### src/rtl/pngsw_pkg.sv
package pngsw_pkg;

   localparam int unsigned CsrIdxW = 1;
   localparam logic [CsrIdxW-1:0] CSR_WIDTH  = 1'd0;
   localparam logic [CsrIdxW-1:0] CSR_HEIGHT = 1'd1;

   localparam logic [31:0] CRC_POLY  = 32'hEDB88320;
   localparam logic [31:0] ALL_ONES  = 32'hFFFFFFFF;
   localparam logic [16:0] ADLER_MOD = 17'd65521;
   localparam logic [15:0] BLOCK_MAX = 16'hFFFF;
   localparam logic [31:0] TYPE_IHDR = 32'h49484452;
   localparam logic [31:0] TYPE_IDAT = 32'h49444154;
   localparam logic [31:0] TYPE_IEND = 32'h49454E44;
   localparam logic [5:0]  HDR_LAST  = 6'd42;
   localparam logic [4:0]  TAIL_LAST = 5'd19;
   localparam logic [2:0]  BLK_LAST  = 3'd4;
   localparam logic [2:0]  CALC_LAST = 3'd5;

   typedef enum logic [2:0] {
      SRC_CONST, SRC_WIDTH, SRC_HEIGHT, SRC_ZLEN,
      SRC_CRC, SRC_ADLER, SRC_BLOCK, SRC_DATA
   } src_type;

   typedef enum logic [1:0] {
      CRC_KEEP, CRC_FEED, CRC_INIT
   } crc_op_type;

   typedef enum logic [2:0] {
      CALC_NONE, CALC_LATCH, CALC_MUL, CALC_DIV1, CALC_DIV2, CALC_CORR, CALC_ZLEN
   } calc_type;

   typedef struct packed {
      logic       emit;
      src_type    src;
      logic [2:0] lane;
      logic [7:0] value;
      crc_op_type crc;
      logic       data_byte;
      logic       sample_byte;
      logic       blk_load;
      logic       run_last;
      logic       file_end;
   } byte_cmd_type;

   typedef struct packed {
      byte_cmd_type b;
      calc_type     calc;
      logic         take;
   } ctrl_cmd_type;

   typedef struct packed {
      logic out_free;
      logic row_start;
      logic blk_empty;
      logic blk_one;
      logic last_raw;
   } stat_type;

   function automatic logic [31:0] crc_byte(input logic [31:0] crc, input logic [7:0] v);
      logic [31:0] c;
      c = crc ^ {24'd0, v};
      for (int k = 0; k < 8; k++) begin
         c = c[0] ? (CRC_POLY ^ (c >> 1)) : (c >> 1);
      end
      return c;
   endfunction

   function automatic logic [7:0] sig_byte(input logic [2:0] k);
      logic [7:0] v;
      case (k)
         3'd0: v = 8'd137;
         3'd1: v = 8'd80;
         3'd2: v = 8'd78;
         3'd3: v = 8'd71;
         3'd4: v = 8'd13;
         3'd5: v = 8'd10;
         3'd6: v = 8'd26;
         default: v = 8'd10;
      endcase
      return v;
   endfunction

   function automatic logic [7:0] type_byte(input logic [31:0] t, input logic [1:0] k);
      logic [1:0] lane;
      lane = 2'd3 - k;
      return t[{lane, 3'd0} +: 8];
   endfunction

   function automatic byte_cmd_type blank_cmd();
      byte_cmd_type c;
      c.emit        = 1'b0;
      c.src         = SRC_CONST;
      c.lane        = 3'd0;
      c.value       = 8'd0;
      c.crc         = CRC_KEEP;
      c.data_byte   = 1'b0;
      c.sample_byte = 1'b0;
      c.blk_load    = 1'b0;
      c.run_last    = 1'b0;
      c.file_end    = 1'b0;
      return c;
   endfunction

   // File header: signature, IHDR chunk, IDAT length and type, zlib header.
   function automatic byte_cmd_type hdr_cmd(input logic [5:0] idx);
      byte_cmd_type c;
      c = blank_cmd();
      if (idx < 6'd8) begin
         c.value = sig_byte(idx[2:0]);
      end else if (idx < 6'd12) begin
         c.value = (idx == 6'd11) ? 8'd13 : 8'd0;
      end else if (idx < 6'd16) begin
         c.value = type_byte(TYPE_IHDR, idx[1:0]);
         c.crc   = (idx == 6'd12) ? CRC_INIT : CRC_FEED;
      end else if (idx < 6'd20) begin
         c.src  = SRC_WIDTH;
         c.lane = 3'(6'd19 - idx);
         c.crc  = CRC_FEED;
      end else if (idx < 6'd24) begin
         c.src  = SRC_HEIGHT;
         c.lane = 3'(6'd23 - idx);
         c.crc  = CRC_FEED;
      end else if (idx < 6'd29) begin
         c.value = (idx == 6'd24) ? 8'd8 : ((idx == 6'd25) ? 8'd2 : 8'd0);
         c.crc   = CRC_FEED;
      end else if (idx < 6'd33) begin
         c.src  = SRC_CRC;
         c.lane = 3'(6'd32 - idx);
      end else if (idx < 6'd37) begin
         c.src  = SRC_ZLEN;
         c.lane = 3'(6'd36 - idx);
      end else if (idx < 6'd41) begin
         c.value = type_byte(TYPE_IDAT, 2'(idx - 6'd37));
         c.crc   = (idx == 6'd37) ? CRC_INIT : CRC_FEED;
      end else begin
         c.value = (idx == 6'd41) ? 8'h78 : 8'h01;
         c.crc   = CRC_FEED;
      end
      return c;
   endfunction

   // File trailer: Adler-32, IDAT CRC, IEND chunk.
   function automatic byte_cmd_type tail_cmd(input logic [4:0] idx);
      byte_cmd_type c;
      c = blank_cmd();
      if (idx < 5'd4) begin
         c.src  = SRC_ADLER;
         c.lane = 3'(5'd3 - idx);
         c.crc  = CRC_FEED;
      end else if (idx < 5'd8) begin
         c.src  = SRC_CRC;
         c.lane = 3'(5'd7 - idx);
      end else if (idx < 5'd12) begin
         c.value = 8'd0;
      end else if (idx < 5'd16) begin
         c.value = type_byte(TYPE_IEND, idx[1:0]);
         c.crc   = (idx == 5'd12) ? CRC_INIT : CRC_FEED;
      end else begin
         c.src      = SRC_CRC;
         c.lane     = 3'(5'd19 - idx);
         c.run_last = (idx == TAIL_LAST);
         c.file_end = (idx == TAIL_LAST);
      end
      return c;
   endfunction

endpackage

### src/rtl/pngsw_ctrl.sv
module pngsw_ctrl
   import pngsw_pkg::*;
(
   input  logic         clock,
   input  logic         reset,
   input  logic         req_valid,
   output logic         req_stall,
   input  stat_type     stat,
   output ctrl_cmd_type cmd
);

   typedef enum logic [6:0] {
      ST_IDLE = 7'b0000001,
      ST_CALC = 7'b0000010,
      ST_HDR  = 7'b0000100,
      ST_BLK  = 7'b0001000,
      ST_FILT = 7'b0010000,
      ST_SAMP = 7'b0100000,
      ST_TAIL = 7'b1000000
   } state_type;

   state_type  state_ff, state_in;
   logic [5:0] idx_ff, idx_in;
   logic       in_file_ff, in_file_in;
   logic       filt_pend_ff, filt_pend_in;

   always_ff @(posedge clock) begin
      if (reset) begin
         state_ff     <= ST_IDLE;
         idx_ff       <= '0;
         in_file_ff   <= 1'b0;
         filt_pend_ff <= 1'b0;
      end else begin
         state_ff     <= state_in;
         idx_ff       <= idx_in;
         in_file_ff   <= in_file_in;
         filt_pend_ff <= filt_pend_in;
      end
   end

   assign req_stall = (state_ff != ST_IDLE);

   always_comb begin
      state_in     = state_ff;
      idx_in       = idx_ff;
      in_file_in   = in_file_ff;
      filt_pend_in = filt_pend_ff;
      cmd.b        = blank_cmd();
      cmd.calc     = CALC_NONE;
      cmd.take     = 1'b0;
      case (state_ff)
         ST_IDLE: begin
            if (req_valid) begin
               cmd.take = 1'b1;
               idx_in   = '0;
               if (!in_file_ff) begin
                  state_in = ST_CALC;
               end else begin
                  filt_pend_in = stat.row_start;
                  if (stat.blk_empty) begin
                     state_in = ST_BLK;
                  end else if (stat.row_start) begin
                     state_in = ST_FILT;
                  end else begin
                     state_in = ST_SAMP;
                  end
               end
            end
         end
         ST_CALC: begin
            case (idx_ff[2:0])
               3'd0: cmd.calc = CALC_LATCH;
               3'd1: cmd.calc = CALC_MUL;
               3'd2: cmd.calc = CALC_DIV1;
               3'd3: cmd.calc = CALC_DIV2;
               3'd4: cmd.calc = CALC_CORR;
               default: cmd.calc = CALC_ZLEN;
            endcase
            if (idx_ff[2:0] == CALC_LAST) begin
               state_in   = ST_HDR;
               idx_in     = '0;
               in_file_in = 1'b1;
            end else begin
               idx_in = idx_ff + 6'd1;
            end
         end
         ST_HDR: begin
            cmd.b      = hdr_cmd(idx_ff);
            cmd.b.emit = stat.out_free;
            if (stat.out_free) begin
               if (idx_ff == HDR_LAST) begin
                  state_in     = ST_BLK;
                  idx_in       = '0;
                  filt_pend_in = 1'b1;
               end else begin
                  idx_in = idx_ff + 6'd1;
               end
            end
         end
         ST_BLK: begin
            cmd.b.emit     = stat.out_free;
            cmd.b.src      = SRC_BLOCK;
            cmd.b.lane     = idx_ff[2:0];
            cmd.b.crc      = CRC_FEED;
            cmd.b.blk_load = (idx_ff[2:0] == BLK_LAST);
            if (stat.out_free) begin
               if (idx_ff[2:0] == BLK_LAST) begin
                  idx_in   = '0;
                  state_in = filt_pend_ff ? ST_FILT : ST_SAMP;
               end else begin
                  idx_in = idx_ff + 6'd1;
               end
            end
         end
         ST_FILT: begin
            cmd.b.emit      = stat.out_free;
            cmd.b.crc       = CRC_FEED;
            cmd.b.data_byte = 1'b1;
            if (stat.out_free) begin
               filt_pend_in = 1'b0;
               idx_in       = '0;
               // The filter byte may close a block; the sample then opens a new one.
               state_in     = stat.blk_one ? ST_BLK : ST_SAMP;
            end
         end
         ST_SAMP: begin
            cmd.b.emit        = stat.out_free;
            cmd.b.src         = SRC_DATA;
            cmd.b.crc         = CRC_FEED;
            cmd.b.data_byte   = 1'b1;
            cmd.b.sample_byte = 1'b1;
            cmd.b.run_last    = !stat.last_raw;
            if (stat.out_free) begin
               idx_in   = '0;
               state_in = stat.last_raw ? ST_TAIL : ST_IDLE;
            end
         end
         ST_TAIL: begin
            cmd.b      = tail_cmd(idx_ff[4:0]);
            cmd.b.emit = stat.out_free;
            if (stat.out_free) begin
               if (idx_ff[4:0] == TAIL_LAST) begin
                  state_in   = ST_IDLE;
                  idx_in     = '0;
                  in_file_in = 1'b0;
               end else begin
                  idx_in = idx_ff + 6'd1;
               end
            end
         end
         default: begin
            state_in = ST_IDLE;
         end
      endcase
   end

endmodule

### src/rtl/pngsw_datapath.sv
module pngsw_datapath
   import pngsw_pkg::*;
(
   input  logic               clock,
   input  logic               reset,
   input  logic [7:0]         req_sample,
   input  logic               csr_valid,
   input  logic [CsrIdxW-1:0] csr_index,
   input  logic [15:0]        csr_wdata,
   input  ctrl_cmd_type       cmd,
   output stat_type           stat,
   input  logic               rsp_stall,
   output logic               rsp_valid,
   output logic [7:0]         rsp_out_byte,
   output logic               rsp_run_last,
   output logic               rsp_file_end
);

   logic [15:0] width_ff, height_ff;
   logic [15:0] lat_w_ff, lat_w_in;
   logic [15:0] lat_h_ff, lat_h_in;
   logic [17:0] row_len_ff, row_len_in;
   logic [17:0] row_cnt_ff, row_cnt_in;
   logic [33:0] raw_rem_ff, raw_rem_in;
   logic [18:0] q_ff, q_in;
   logic [19:0] r_ff, r_in;
   logic [31:0] zlen_ff, zlen_in;
   logic [31:0] crc_ff, crc_in;
   logic [15:0] adl_lo_ff, adl_lo_in;
   logic [15:0] adl_hi_ff, adl_hi_in;
   logic [15:0] blk_fill_ff, blk_fill_in;
   logic [7:0]  sample_ff;
   logic        rsp_valid_ff, rsp_valid_in;
   logic [7:0]  out_byte_ff;
   logic        run_last_ff, file_end_ff;

   logic [34:0] div_x;
   logic [16:0] r2_sum;
   logic [15:0] blk_len;
   logic        blk_final;
   logic [31:0] word;
   logic [7:0]  cur_byte;
   logic [31:0] crc_base;
   logic [16:0] lo_sum, hi_sum;
   logic [15:0] lo_new;
   logic [17:0] row_next;

   always_ff @(posedge clock) begin
      if (reset) begin
         width_ff  <= 16'd1;
         height_ff <= 16'd1;
      end else if (csr_valid) begin
         if (csr_index == CSR_WIDTH) begin
            width_ff <= csr_wdata;
         end
         if (csr_index == CSR_HEIGHT) begin
            height_ff <= csr_wdata;
         end
      end
   end

   assign stat.out_free  = !rsp_valid_ff || !rsp_stall;
   assign stat.row_start = (row_cnt_ff == 18'd0);
   assign stat.blk_empty = (blk_fill_ff == 16'd0);
   assign stat.blk_one   = (blk_fill_ff == 16'd1);
   assign stat.last_raw  = (raw_rem_ff == 34'd1);

   assign blk_final = (raw_rem_ff <= {18'd0, BLOCK_MAX});
   assign blk_len   = blk_final ? raw_rem_ff[15:0] : BLOCK_MAX;
   assign div_x     = {1'b0, raw_rem_ff} + 35'd65534;
   assign r2_sum    = {1'b0, r_ff[15:0]} + {13'd0, r_ff[19:16]};

   always_comb begin
      case (cmd.b.src)
         SRC_WIDTH:  word = {16'd0, lat_w_ff};
         SRC_HEIGHT: word = {16'd0, lat_h_ff};
         SRC_ZLEN:   word = zlen_ff;
         SRC_CRC:    word = crc_ff ^ ALL_ONES;
         SRC_ADLER:  word = {adl_hi_ff, adl_lo_ff};
         default:    word = 32'd0;
      endcase
      case (cmd.b.src)
         SRC_CONST: cur_byte = cmd.b.value;
         SRC_DATA:  cur_byte = sample_ff;
         SRC_BLOCK: begin
            case (cmd.b.lane)
               3'd0: cur_byte = {7'd0, blk_final};
               3'd1: cur_byte = blk_len[7:0];
               3'd2: cur_byte = blk_len[15:8];
               3'd3: cur_byte = ~blk_len[7:0];
               default: cur_byte = ~blk_len[15:8];
            endcase
         end
         default: cur_byte = word[{cmd.b.lane[1:0], 3'd0} +: 8];
      endcase
   end

   // Adler sums stay below the modulus, so one subtraction reduces each add.
   always_comb begin
      lo_sum = {1'b0, adl_lo_ff} + {9'd0, cur_byte};
      lo_new = (lo_sum >= ADLER_MOD) ? 16'(lo_sum - ADLER_MOD) : lo_sum[15:0];
      hi_sum = {1'b0, adl_hi_ff} + {1'b0, lo_new};
   end

   assign crc_base = (cmd.b.crc == CRC_INIT) ? ALL_ONES : crc_ff;
   assign row_next = row_cnt_ff + 18'd1;

   always_comb begin
      lat_w_in     = lat_w_ff;
      lat_h_in     = lat_h_ff;
      row_len_in   = row_len_ff;
      row_cnt_in   = row_cnt_ff;
      raw_rem_in   = raw_rem_ff;
      q_in         = q_ff;
      r_in         = r_ff;
      zlen_in      = zlen_ff;
      crc_in       = crc_ff;
      adl_lo_in    = adl_lo_ff;
      adl_hi_in    = adl_hi_ff;
      blk_fill_in  = blk_fill_ff;
      rsp_valid_in = rsp_valid_ff && rsp_stall;
      case (cmd.calc)
         CALC_LATCH: begin
            lat_w_in    = (width_ff == 16'd0) ? 16'd1 : width_ff;
            lat_h_in    = (height_ff == 16'd0) ? 16'd1 : height_ff;
            row_cnt_in  = '0;
            adl_lo_in   = 16'd1;
            adl_hi_in   = 16'd0;
            blk_fill_in = '0;
         end
         CALC_MUL: begin
            row_len_in = {2'd0, lat_w_ff} + {1'b0, lat_w_ff, 1'b0};
            raw_rem_in = {18'd0, lat_h_ff} *
                         {16'd0, ({1'b0, lat_w_ff, 1'b0} + {2'd0, lat_w_ff} + 18'd1)};
         end
         CALC_DIV1: begin
            // Fold the count of 65535-byte blocks: 65536 * a + b = 65535 * a + (a + b).
            q_in = div_x[34:16];
            r_in = {4'd0, div_x[15:0]} + {1'b0, div_x[34:16]};
         end
         CALC_DIV2: begin
            q_in = q_ff + {15'd0, r_ff[19:16]};
            r_in = {3'd0, r2_sum};
         end
         CALC_CORR: begin
            if (r_ff >= 20'd65535) begin
               q_in = q_ff + 19'd1;
            end
         end
         CALC_ZLEN: begin
            zlen_in = raw_rem_ff[31:0] + 32'd6 + {11'd0, q_ff, 2'd0} + {13'd0, q_ff};
         end
         default: begin
         end
      endcase
      if (cmd.b.emit) begin
         rsp_valid_in = 1'b1;
         if (cmd.b.crc != CRC_KEEP) begin
            crc_in = crc_byte(crc_base, cur_byte);
         end
         if (cmd.b.blk_load) begin
            blk_fill_in = blk_len;
         end
         if (cmd.b.data_byte) begin
            adl_lo_in   = lo_new;
            adl_hi_in   = (hi_sum >= ADLER_MOD) ? 16'(hi_sum - ADLER_MOD) : hi_sum[15:0];
            blk_fill_in = blk_fill_ff - 16'd1;
            raw_rem_in  = raw_rem_ff - 34'd1;
         end
         if (cmd.b.sample_byte) begin
            row_cnt_in = (row_next >= row_len_ff) ? 18'd0 : row_next;
         end
      end
   end

   always_ff @(posedge clock) begin
      if (reset) begin
         rsp_valid_ff <= 1'b0;
         lat_w_ff     <= 16'd1;
         lat_h_ff     <= 16'd1;
         row_cnt_ff   <= '0;
         raw_rem_ff   <= '0;
         crc_ff       <= ALL_ONES;
         adl_lo_ff    <= 16'd1;
         adl_hi_ff    <= 16'd0;
         blk_fill_ff  <= '0;
      end else begin
         rsp_valid_ff <= rsp_valid_in;
         lat_w_ff     <= lat_w_in;
         lat_h_ff     <= lat_h_in;
         row_cnt_ff   <= row_cnt_in;
         raw_rem_ff   <= raw_rem_in;
         crc_ff       <= crc_in;
         adl_lo_ff    <= adl_lo_in;
         adl_hi_ff    <= adl_hi_in;
         blk_fill_ff  <= blk_fill_in;
      end
   end

   always_ff @(posedge clock) begin
      row_len_ff <= row_len_in;
      q_ff       <= q_in;
      r_ff       <= r_in;
      zlen_ff    <= zlen_in;
      if (cmd.take) begin
         sample_ff <= req_sample;
      end
      if (cmd.b.emit) begin
         out_byte_ff <= cur_byte;
         run_last_ff <= cmd.b.run_last;
         file_end_ff <= cmd.b.file_end;
      end
   end

   assign rsp_valid    = rsp_valid_ff;
   assign rsp_out_byte = out_byte_ff;
   assign rsp_run_last = run_last_ff;
   assign rsp_file_end = file_end_ff;

endmodule

### src/rtl/png_stored_deflate_stream_writer.sv
// Each item yields its run of output bytes, one byte per cycle while the output is not stalled.
// The first item of a file runs the setup steps for the stream length, then 50 bytes; a plain
// item takes 1 byte, plus 1 at a row start, 5 at a block start and 20 at the file end.
// The next item is taken in the cycle after the last byte of a run enters the output register.
// Reset (synchronous, active high) sets width and height to 1 and returns to start of file.
module png_stored_deflate_stream_writer
   import pngsw_pkg::*;
(
   input  logic               clock,
   input  logic               reset,
   input  logic               req_valid,
   output logic               req_stall,
   input  logic [7:0]         req_sample,
   output logic               rsp_valid,
   input  logic               rsp_stall,
   output logic [7:0]         rsp_out_byte,
   output logic               rsp_run_last,
   output logic               rsp_file_end,
   input  logic               csr_valid,
   output logic               csr_ready,
   input  logic [CsrIdxW-1:0] csr_index,
   input  logic [15:0]        csr_wdata
);

   ctrl_cmd_type cmd;
   stat_type     stat;

   assign csr_ready = 1'b1;

   pngsw_ctrl u_ctrl (
      .clock     (clock),
      .reset     (reset),
      .req_valid (req_valid),
      .req_stall (req_stall),
      .stat      (stat),
      .cmd       (cmd)
   );

   pngsw_datapath u_datapath (
      .clock        (clock),
      .reset        (reset),
      .req_sample   (req_sample),
      .csr_valid    (csr_valid),
      .csr_index    (csr_index),
      .csr_wdata    (csr_wdata),
      .cmd          (cmd),
      .stat         (stat),
      .rsp_stall    (rsp_stall),
      .rsp_valid    (rsp_valid),
      .rsp_out_byte (rsp_out_byte),
      .rsp_run_last (rsp_run_last),
      .rsp_file_end (rsp_file_end)
   );

endmodule
### config.mk
export PLATFORM = sky130hd
export DESIGN_NAME = png_stored_deflate_stream_writer
export DESIGN_NICKNAME = d
export VERILOG_FILES = /design/src/rtl/pngsw_pkg.sv /design/src/rtl/pngsw_ctrl.sv /design/src/rtl/pngsw_datapath.sv /design/src/rtl/png_stored_deflate_stream_writer.sv
export SDC_FILE = /design/constraint.sdc
export NUM_CORES = 2
export LEC_CHECK = 0
export ABC_AREA = 1
export BUFFER_PORTS_ARGS = -buffer_cell sky130_fd_sc_hd__buf_2
export CAP_MARGIN = 20
export CORE_MARGIN = 5
export CORE_UTILIZATION = 31
export CTS_BUF_LIST = sky130_fd_sc_hd__clkbuf_4 sky130_fd_sc_hd__clkbuf_8
export CTS_CLUSTER_DIAMETER = 100
export CTS_CLUSTER_SIZE = 8
export DETAILED_ROUTE_END_ITERATION = 8
export GPL_TIMING_DRIVEN = 0
export PLACE_DENSITY = 0.45
export SLEW_MARGIN = 0
export SYNTH_ARGS = -nofsm -noshare
export SYNTH_HDL_FRONTEND = slang
export SYNTH_SLANG_ARGS = --single-unit
### constraint.sdc
create_clock -name clock -period 11.3 [get_ports clock]
set_input_delay 1.13 -clock clock [delete_from_list [all_inputs] [get_ports clock]]
set_output_delay 1.13 -clock clock [all_outputs]
set_load 0.01 [all_outputs]
==> out/results.ini <==
[outcome]
status = finished, final reports clean

[detailed_routing]
drc = 0
vias_per_cell = 4.96
wl_per_cell_um = 20.1
drt_iter0_markers = 2569
dr.pass1.iters = 7
ant_nets = 0
wl_um = 129000
vias = 31900

[setup_path]
setup.worst_path.start = u_ctrl.idx_ff[0]
crit_slowest_cell = dfxtp_1
crit_required_ns = 11.83
cp_common_cell = nand2_1
cp-end-kind = flop
startpoint_type = flop
worstPathArrival_ns = 10.70
worstPathMaxFanout = 12
cpLargestDelayFamily = simple AND/OR/NAND/NOR gates
slowest_delay_ns = 0.50
critPathKind = reg2reg
path_buf_inv = 11
reg2reg_from = u_ctrl.idx_ff[0]

[cells_and_area]
drive_gt1_frac = 0.0549
syn2layout_area_growth_pct = 8.88
final_cell_mix = nand2_1, inv_1, nor2_1
final_common_cell = nand2_1
nets = 5444

[global_routing]
grt_usage = 0.217
grt_pass1_vias = 31200
grt_max_degree = 33
grt_pass1_wl_um = 195000
grt_remaining_overflow = 0
antenna_found_initial = 2

[die]
core.rowCount = 122
die_h_um = 342
core_area_um2 = 110000
ioPinCount = 43
dieArea_um2 = 117000
start_util = 0.311
die_x_um = 342

[sta]
fin_crit_sh = 0.900
fin_worst_skew_ns = 0.0400
max_freq_mhz = 98.4
min_period_ns = 10.17
worst-slew-pin-transition_ns = 1.05
postLayoutSetupSlackWorst_ns = 1.13
setup_viol = 0
rsz0062_at_grt = false
final.setup.tns_ns = 0
slew_headroom = 0.298
finalHoldViolations = 0
drv_slew = 0

[clocking]
cts-buffers-inserted = 47
tritoncts = built
cts_setup_buffers = 0
worst_skew_pair.late_latency_ns = 0.70
clock-root-buffer = clkbuf_8
htree_levels = 2
cts_num_sinks = 319
path_clk_slew_ns = 0.07
cts_resized = 0
cts_hold_buf = 0
clk_path_buf_depth = 3

[pwr]
irDropWorstVdd_v = 0.0000767
leakage_nw = 17.4
p_per_area_nw_per_um2 = 112

[logic_synthesis]
ys_types = 74
synth_area_leaders = fa_1, dfxtp_1, nand2_1
yosys.area.top_type = fa_1
synthArstFlopShare = 0
syn_nets = 5351
yosys_register_bits = 319
netlist_area_um2 = 34200
synth_top_area_share = 0.144
synth_cells = 4817
yosysWarnings = 0
synth_ff_type = dfxtp_1
syn_avg_cell_area_um2 = 7.11
synth-edff-count = 107
yosysSeqAreaShare = 0.218

[flow_run]
max_cap_viol_count = 0

[placement]
place_ws_ns = 1.22
gp_congestion = 0.964
hpwl_um = 106000
io_buffers = 40

[hold_path]
worstHoldStart = u_datapath.row_cnt_ff[7]
hp-class = reg2reg

==> routing by layer <==
metal,up-vias,part of all wire,GRT usage
met4,0,0.028,0.0586
met2,824,0.45,0.353
met3,148,0.052,0.0257
met1,15200,0.47,0.305
met5,-,0,0
li1,15700,-,-
==> cell families after synthesis <==
kind of cell | synth area share
AO/OA/AOI/OAI | 0.129
XOR/XNOR | 0.0491
adder cells (fa/ha/maj) | 0.238
buffers and inverters | 0.107
flip-flops | 0.218
multiplexers | 0.000292
other | 0.000219
AND/OR/NAND/NOR | 0.259
==> worst reg2reg max path, delay by kind of cell, from the launching register on <==
family	cells	cell delay, ns
AND/OR/NAND/NOR	31	4.44
buffers and inverters	11	1.82
adder cells (fa/ha/maj)	5	1.62
AO/OA/AOI/OAI	6	1.23
flip-flops	1	0.50
XOR/XNOR	2	0.41
==> worst paths after layout <==
kind	end	cells after the start	slack, ns
worst max register to register	u_datapath.adl_hi_ff[14]	55	1.13
worst min-delay path	u_datapath.row_cnt_ff[7]	2	0.49
worst max-delay path	u_datapath.adl_hi_ff[14]	55	1.13
worst min register to register	u_datapath.row_cnt_ff[7]	2	0.49
==> stage by stage <==
stage | area, um2 | hold WS, ns | cells | power (mW) | utilization
floorplan | 34200 | 0.444 | 4817 | 2.59 | -
global placement | 36300 | 0.470 | 6345 | 3.13 | 0.329
detailed placement | 36400 | 0.476 | 6349 | 3.14 | 0.330
CTS | 37300 | 0.485 | 6420 | 4.20 | 0.338
global route | 37300 | 0.500 | 6421 | 4.46 | 0.338
finish | 37300 | 0.486 | 6421 | 4.17 | 0.338
==> synthesized netlist by cell type, drive strengths merged, types with 21 or more instances <==
cell type	n
nand3b	22
o21ai	270
nand3	253
xor2	142
nor3	74
a21oi	360
nor4	30
ha	258
xnor2	46
o211ai	21
fa	246
nor2	516
dfxtp	212
edfxtp	107
buf	41
clkbuf	127
inv	771
nand4	61
nand2	1086
==> registers in the layout, indices dropped and copies added (netlist names) <==
name,cells
u_ctrl.filt_pend_ff,1
u_datapath.lat_h_ff,16
u_ctrl.in_file_ff,1
u_datapath.row_len_ff,18
u_datapath.lat_w_ff,16
u_datapath.rsp_valid,1
u_datapath.adl_hi_ff,16
u_datapath.sample_ff,8
u_datapath.blk_fill_ff,16
u_datapath.r_ff,20
u_datapath.q_ff,19
u_datapath.rsp_run_last,1
u_datapath.zlen_ff,32
u_ctrl.idx_ff,6
u_ctrl.state_ff,7
u_datapath.adl_lo_ff,16
u_datapath.raw_rem_ff,34
u_datapath.crc_ff,32
u_datapath.height_ff,16
u_datapath.row_cnt_ff,18
u_datapath.rsp_out_byte,8
u_datapath.width_ff,16
u_datapath.rsp_file_end,1
==> where the power goes <==
| group | switching, mW | internal, mW |
|---|---|---|
| Combinational | 1.25 | 0.528 |
| Sequential | 0.0705 | 1.28 |
| Clock | 0.529 | 0.509 |
| Total | 1.85 | 2.32 |
==> cell type report <==
cell class / count / area (um2)
multi-input cells: 3546 / 23100
flip-flops and latches: 319 / 7460
inverters: 784 / 2950
plain buffers: 168 / 718
clock buffers: 64 / 774
repair buffers: 44 / 265
fillers: 12100 / 72900
well taps: 1488 / 1860
diodes: 1 / 2.50
clock inverters: 7 / 128
Power figures use the tool's default switching activity.
